**config.mk**
```make
export PLATFORM = sky130hd
export DESIGN_NAME = imm_mac
export DESIGN_NICKNAME = d
export VERILOG_FILES = /design/src/sv/imm_pkg.sv /design/src/sv/imm_mac.sv
export SDC_FILE = /design/constraint.sdc
export NUM_CORES = 1
export LEC_CHECK = 0
export ABC_AREA = 1
export ABC_CLOCK_PERIOD_IN_PS = 8400
export BUFFER_PORTS_ARGS = -buffer_cell sky130_fd_sc_hd__clkbuf_2
export CAP_MARGIN = 5
export CORE_MARGIN = 2
export CORE_UTILIZATION = 45
export CTS_CLUSTER_SIZE = 28
export DETAILED_ROUTE_END_ITERATION = 10
export MAX_ROUTING_LAYER = met4
export PLACE_DENSITY = 0.72
export SYNTH_ARGS = -nofsm -noshare
export SYNTH_HDL_FRONTEND = slang
export SYNTH_SLANG_ARGS = --single-unit
```
**constraint.sdc**
```tcl
create_clock -name clk -period 8.4 [get_ports clk]
set_clock_uncertainty 0.15 [all_clocks]
set_input_delay 1.26 -clock clk [delete_from_list [all_inputs] [get_ports clk]]
set_output_delay 1.26 -clock clk [all_outputs]
set_load 0.01 [all_outputs]
```
**src/sv/imm_pkg.sv**
```systemverilog
package imm_pkg;

  // Default sizing of the operand stores
  localparam int MAX_N_DEF     = 16;
  localparam int ELEM_BITS_DEF = 16;

  // Fixed port field widths
  localparam int FUNC_W = 2;
  localparam int IDX_IN_W = 4;
  localparam int VALUE_W = 16;
  localparam int SIZE_W = 5;
  localparam int ACC_W = 32;

  // Matrix size after reset
  localparam logic [SIZE_W-1:0] SIZE_RST = 5'd16;

  // Command codes
  localparam logic [FUNC_W-1:0] FUNC_LOAD_A = 2'd0;
  localparam logic [FUNC_W-1:0] FUNC_LOAD_B = 2'd1;
  localparam logic [FUNC_W-1:0] FUNC_CALC   = 2'd2;

  typedef enum logic [1:0] {
    ST_IDLE,
    ST_RUN,
    ST_DRAIN
  } state_t;

  // Control from the sequencer to the multiply-accumulate unit
  typedef struct packed {
    logic clr;
    logic vld;
  } mac_ctrl_t;

endpackage

```
**src/sv/imm_mac.sv**
```systemverilog
module imm_mac #(
  parameter int ELEM_W = imm_pkg::ELEM_BITS_DEF
) (
  input  logic                      clk,
  input  logic                      rst_n,
  input  imm_pkg::mac_ctrl_t        ctrl,
  input  logic [ELEM_W-1:0]         a,
  input  logic [ELEM_W-1:0]         b,
  output logic                      busy,
  output logic [imm_pkg::ACC_W-1:0] acc
);
  import imm_pkg::*;

  logic [ACC_W-1:0] a_ext;
  logic [ACC_W-1:0] b_ext;
  logic [ACC_W-1:0] prod_r;
  logic             prod_vld_r;
  logic [ACC_W-1:0] acc_r;

  // Sign-extend the stored elements; only the low word of the product matters
  assign a_ext = ACC_W'($signed(a));
  assign b_ext = ACC_W'($signed(b));

  // Multiply stage
  always_ff @(posedge clk) begin
    if (!rst_n) begin
      prod_vld_r <= 1'b0;
    end else if (ctrl.clr) begin
      prod_vld_r <= 1'b0;
    end else begin
      prod_vld_r <= ctrl.vld;
    end
  end

  always_ff @(posedge clk) begin
    prod_r <= a_ext * b_ext;
  end

  // Accumulate stage, wraps modulo 2^32
  always_ff @(posedge clk) begin
    if (ctrl.clr) begin
      acc_r <= '0;
    end else if (prod_vld_r) begin
      acc_r <= acc_r + prod_r;
    end
  end

  assign busy = prod_vld_r;
  assign acc  = acc_r;

endmodule

```
==> metrics.yaml, run 1 <==
run_status:
  status: "complete, no violations"
global_routing:
  grt_max_degree: 51
  grt.overflow.total: 0
  antenna_found_initial: 0
  grt_pass1_vias: 12900
  grt_use_total: 0.236
  grt_pass1_wl_um: 62300
floorplan:
  core_um2: 31600
  rows: 65
  start_util: 0.457
  io_pins: 69
  dieHeight_um: 183
  die_area_um2: 33600
  die_x_um: 183
timing:
  period_share: 0.795
  fin_hold_ws_ns: 0.353
  tightest_slew_ns: 0.781
  timing.slew.headroom: 0.479
  worst_slack_ns: 1.72
  clock.fmax_mhz: 150
  drv_slew: 0
  finalSetupTns_ns: 0
  period_needed_ns: 6.68
  finalSetupViolCount: 0
  final_hold_viol_count: 0
  rsz0062_at_grt: "no"
layout:
  fin_nets: 2405
  synthToLayoutAreaGrowth_pct: 6.14
  drive_gt1_frac: 0.0551
  instances_no_fill: 2400
  diodes: 0
cts:
  clkLatencyLatePin_ns: 0.34
  clkSinkCount: 65
  cts_tree: "yes"
  cts_resized: 0
  root_buffer: "clkbuf_16"
  numCtsBuffers: 9
  clkTransAtPathRegs_ns: 0.07
  hold_buffers: 0
  postCtsSetupBuffers: 0
  h-tree-depth: 3
  clk_path_buf_depth: 2
job:
  cap_violations: 0
logic_synthesis:
  synth_edf_count: 0
  synth_area_um2: 14500
  ys.flop_type: "dfxtp_1"
  synth-seq-cells: 65
  avgSynthCellArea_um2: 7.31
  syn_nets: 2391
  synth_area_leaders: "fa_1 36%, inv_1 14%, nand2_1 12%"
  synth.distinct_cells: 36
  yosysSeqAreaShare: 0.0899
  postSynthCellCount: 1979
  yosysWarnings: 0
  synthArstFlopShare: 0
  synth_top_area_frac: 0.364
  synth_top_area_cell: "fa_1"
detailed_routing:
  drt_iter0_markers: 656
  wl_um: 35700
  via_per_inst: 4.96
  drc: 0
  vias: 11900
  routedWlPerCell_um: 14.9
  ant_nets: 0
  drt_first_pass_iters: 6
worst_setup_path:
  slowest_stage: "fa_1"
  cp_top_family: "adder cells"
  slowest_delay_ns: 0.82
  end_kind: "flip-flop"
  path_class: "in -> reg"
  path_cells: "clkbuf_2 > nand2_1 > inv_1 > fa_1 > fa_1 > fa_1 > fa_1 > fa_1 > inv_1 > fa_1 > inv_1 > ha_1 > nand2_1 > nor2_1 > inv_1 > nor2_1 > nand3_1 > o211ai_1 > xor2_1"
  cp.required_ns: 8.50
  cpMostUsedCell: "fa_1"
  cp_data_arrival_time_ns: 6.77
  worst-path-buf-inv: 5
  crit_fanout: 16
  worst_setup_path_start_kind: "input pin"
hold_path:
  hp-class: "reg -> reg"
placed_design:
  pre_cts_ws_ns: 1.33
  routabilityCongestion: 0.948
  portBuffers: 68
  dpl.cell_count: 2384
  dpl.hpwl_um: 30700
[path summary, 6_finish.rpt]
path | cells after the start | endpoint | slack [ns] | start
setup / recovery | 19 | prod_r[24] | 1.72 | b[1]
hold / removal | 2 | acc[0] | 0.35 | acc[0]
setup reg to reg | 14 | acc[18] | 5.93 | acc[0]
hold reg to reg | 2 | acc[0] | 0.35 | acc[0]
[area by class of cell]
type	count	area [um^2]
clock inverter	7	62.6
timing repair buffer	69	348
fill	3172	16300
tap	402	503
clock buffer	9	225
inverter	556	2090
multi-input combinational	1292	10800
sequential	65	1300
[routing by layer]
metal	global-route usage	vias up	routed length (um)
met1	0.294	5788	16100
met2	0.415	298	17400
li1	-	5766	-
met5	-	-	0
met3	0.0272	53	1690
met4	0.0493	0	516
[flip-flops by register name, summed over array words and instances, names as in the netlist]
| register | count |
|---|---|
| busy | 1 |
| prod_r | 32 |
| acc | 32 |
[synth_stat cells, drive strengths merged, types with 2 or more instances]
cell,number
a21boi,4
a21o,8
a21oi,64
a31oi,4
buf,5
clkbuf,61
dfxtp,65
fa,263
ha,113
inv,556
nand2,487
nand3,59
nand3b,2
nand4,14
nor2,140
nor3,11
nor4,2
o211ai,2
o21ai,46
o21bai,10
or2,7
xnor2,12
xor2,38
[cell usage in the layout, fill, tap and decap left out, types with 2 or more instances in the layout]
cell         n
inv_1      556
nand2_1    479
fa_1       263
nor2_1     133
ha_1       113
clkbuf_2    68
dfxtp_1     65
a21oi_1     63
nand3_1     57
o21ai_0     43
xor2_1      38
nand4_1     14
xnor2_1     12
nor3_1      11
o21bai_1    10
clkbuf_16    9
a21o_1       8
nand2_2      8
nor2_2       7
or2_2        6
a31oi_1      4
a21boi_0     4
o21ai_1      3
clkinv_4     3
o211ai_1     2
nor4_1       2
nand3_2      2
nand3b_1     2
inv_6        2
[per-stage QoR]
| step | area [um^2] | util |
|---|---|---|
| floorplan | 14500 | - |
| global placement | 15100 | 0.476 |
| detailed placement | 15100 | 0.476 |
| CTS | 15400 | 0.486 |
| global route | 15400 | 0.486 |
| finish | 15400 | 0.486 |
[logic make-up after synthesis]
logic type	count (synthesis)	share of synthesized area
compound gates	140	0.0535
xor+xnor	50	0.0303
fa+ha+maj	376	0.462
buf+inv	622	0.162
flops	65	0.0899
simple gates	726	0.203
[worst min-delay path, cell delays in order, from the launching register on]
cell	delay, ns
dfxtp_1	0.34
nand2_1	0.07
a21oi_1	0.05
Power of run 1 is left out: the tool's default activity adds up to more than one toggle a clock period on the data nets, which glitch-free logic cannot reach.
==> run 2, diff against run 1 <==
--- a/config.mk
+++ b/config.mk
@@ -6,7 +6,7 @@
 export NUM_CORES = 1
 export LEC_CHECK = 0
 export ABC_AREA = 1
-export ABC_CLOCK_PERIOD_IN_PS = 8400
+export ABC_CLOCK_PERIOD_IN_PS = 5850
 export BUFFER_PORTS_ARGS = -buffer_cell sky130_fd_sc_hd__clkbuf_2
 export CAP_MARGIN = 5
 export CORE_MARGIN = 2
@@ -14,7 +14,7 @@
 export CTS_CLUSTER_SIZE = 28
 export DETAILED_ROUTE_END_ITERATION = 10
 export MAX_ROUTING_LAYER = met4
-export PLACE_DENSITY = 0.72
+export PLACE_DENSITY = 0.75
 export SYNTH_ARGS = -nofsm -noshare
 export SYNTH_HDL_FRONTEND = slang
 export SYNTH_SLANG_ARGS = --single-unit
==> constraint.sdc (replaced) <==
create_clock -name clk -period 5.85 [get_ports clk]
set_clock_uncertainty 0.15 [all_clocks]
set_input_delay 0.8775 -clock clk [delete_from_list [all_inputs] [get_ports clk]]
set_output_delay 0.8775 -clock clk [all_outputs]
set_load 0.01 [all_outputs]
==> run 2 against run 1 <==
Against the previous run:
- routed wire length up 1.4%
- clock-buffer cell count unchanged
- critical path depth grew 2
- die area is the same
- non-clock buffer count up 153
- cell count rose by 6.4%
- first-iteration DRC count down 7.5%
- worst setup slack lost 1.6 ns
- sequential share of layout area is 0.83 points lower
- utilization up 5.3 points
- critical endpoint unchanged
==> metrics.yaml, run 2 (synthesis results as in run 1) <==
run_status:
  status: "complete, no violations"
worst_setup_path:
  slowest_delay_ns: 0.54  # -0.28 ns
  worst_setup_path_start_kind: "input pin"
  cp_data_arrival_time_ns: 5.85  # -0.92 ns
  path_class: "in -> reg"
  cp_top_family: "adder cells"
  end_kind: "flip-flop"
  r2r_cells: 14  # unchanged
  worst-path-buf-inv: 7  # +2
  cpMostUsedCell: "fa_1"
  slowest_stage: "fa_1"
  worst_r2r_startpoint: "acc[0]"
  reg2reg_to: "acc[26]"
  r2r_slack_ns: 3.38  # -2.55 ns
  path_cells: "clkbuf_2 > clkinvlp_4 > buf_4 > nor2_2 > fa_1 > fa_1 > fa_1 > fa_1 > fa_1 > inv_1 > fa_1 > inv_1 > ha_4 > buf_4 > nand2_1 > nor2_2 > inv_1 > nor2_2 > nand3_1 > o211ai_1 > xor2_1"
  crit_fanout: 6  # -10
  cp.required_ns: 5.96  # -2.54 ns
global_routing:
  antenna_found_initial: 0  # unchanged
  grt_max_degree: 51  # unchanged
  grt_use_total: 0.235  # -0.00131
  grt.overflow.total: 0  # unchanged
  grt_pass1_vias: 13400  # +4.1%
  grt_pass1_wl_um: 62300  # +0.16%
cts:
  clk_path_buf_depth: 2  # unchanged
  cts_tree: "yes"
  root_buffer: "clkbuf_16"
  clkSinkCount: 65  # unchanged
  numCtsBuffers: 9  # unchanged
  clkTransAtPathRegs_ns: 0.06  # about the same
  hold_buffers: 0  # unchanged
  clkLatencyLatePin_ns: 0.34  # about the same
  h-tree-depth: 3  # unchanged
placed_design:
  dpl.hpwl_um: 31800  # +3.8%
  portBuffers: 68  # unchanged
  routabilityCongestion: 0.938  # -1.0%
  place_area_um2: 16200  # +7.8%
  pre_cts_ws_ns: -0.514  # -1.84 ns
floorplan:
  die_area_um2: 33600  # unchanged
  start_util: 0.457  # unchanged
  dieHeight_um: 183  # unchanged
  core_um2: 31600  # unchanged
  io_pins: 69  # unchanged
  die_x_um: 183  # unchanged
  rows: 65  # unchanged
timing:
  worst_slack_ns: 0.114  # -1.61 ns
  period_needed_ns: 5.74
  timing.slew.headroom: 0.495  # +0.0159
  drv_slew: 0  # unchanged
  finalSetupViolCount: 0  # unchanged
  final_hold_viol_count: 0  # unchanged
  period_share: 0.981
  rsz0062_at_grt: "yes"
  tightest_slew_ns: 0.757  # -0.0238 ns
  fin_hold_ws_ns: 0.354  # +0.000985 ns
  clock.fmax_mhz: 174
layout:
  final_cell_mix: "550 x inv_1, 470 x nand2_1, 253 x fa_1"
  final_common_cell: "inv_1"
  drive_gt1_frac: 0.159  # +0.104
  fillers: 2962  # -6.6%
  utilization: 0.539  # +0.0530
  final_cell_area_um2: 17000  # +11%
  synthToLayoutAreaGrowth_pct: 17.7
  diodes: 0  # unchanged
  fin_nets: 2558  # +6.4%
detailed_routing:
  routedWlPerCell_um: 14.2  # -4.7%
  wl_um: 36200  # +1.4%
  drt_iter0_markers: 607  # -7.5%
  ant_nets: 0  # unchanged
  vias: 12400  # +4.3%
  via_per_inst: 4.86  # -1.9%
  drc: 0  # unchanged
  drt_first_pass_iters: 5  # -1
job:
  cap_violations: 0  # unchanged
hold_path:
  holdPathEnd: "acc[0]"
  min_from: "acc[0]"
  hold_path_depth: 2  # unchanged
  hp-class: "reg -> reg"
[run 2: cell count changes in the layout (fill, tap and decap cells not counted), moves of 9 or more]
cell      change
buf_4       +150
clkbuf_2     -21
ha_1         -15
ha_4         +14
a21oi_1      -13
a21oi_2      +13
clkbuf_4     +13
nor2_1       -13
nor2_2       +13
fa_1         -10
fa_2         +10
nand2_1       -9
nand2_2       +9
[run 2: layer usage]
layer | track usage | part of all wire | vias to the layer above
li1 | - | - | 6052
met1 | 0.290 | 0.43 | 5964
met2 | 0.415 | 0.50 | 332
met3 | 0.0212 | 0.043 | 69
met4 | 0.0598 | 0.022 | 0
met5 | - | 0 | -
[run 2: layout make-up]
class / instances / area [um^2] / share of cell area
clock buffer: 9 / 225 / 0.0132
inverter: 556 / 2090 / 0.123
tap: 402 / 503 / 0.0295
clock inverter: 7 / 55.1 / 0.00323
sequential: 65 / 1300 / 0.0764
multi-input combinational: 1292 / 11200 / 0.658
timing repair buffer: 222 / 1650 / 0.0966
[run 2: repair_timing]
action | CTS | global route
buffers inserted | 2 | 8
pin swaps | 3 | 19
setup endpoints to repair | 9 | 17
gates resized for setup | 20 | 110
[run 2: how the worst max path moves through the flow]
stage / startpoint / to / slack (ns) / cells after the start
6_report: b[15] / prod_r[24] / 0.11 / 21
5_1_grt: b[15] / prod_r[26] / -0.09 / 24
4_1_cts: a[15] / prod_r[27] / 0.006 / 23
3_5_place_dp: b[1] / prod_r[29] / -0.51 / 22
3_3_place_gp: a[15] / prod_r[29] / -0.44 / 22
2_1_floorplan: a[5] / prod_r[31] / -0.03 / 25
[run 2: worst register-to-register path: stages, from the launching register on]
cell and delay, ns:
dfxtp_1 0.37, ha_1 0.19, inv_1 0.08, fa_1 0.39
nand3b_1 0.19, nand2_2 0.14, nand2_1 0.07, nand2_1 0.15
nand2_1 0.07, nand2_1 0.14, nand2_1 0.13, nand4_1 0.11
nand3_1 0.08, nand2_1 0.08, inv_1 0.04
[run 2: stage by stage]
step / TNS, ns / instances
global route: -0.475 / 2553
detailed placement: -6.17 / 2527
finish: 0 / 2553
floorplan: -0.0280 / 1979
CTS: 0 / 2545
global placement: -4.09 / 2527
Power of run 2 is left out for the same reason.
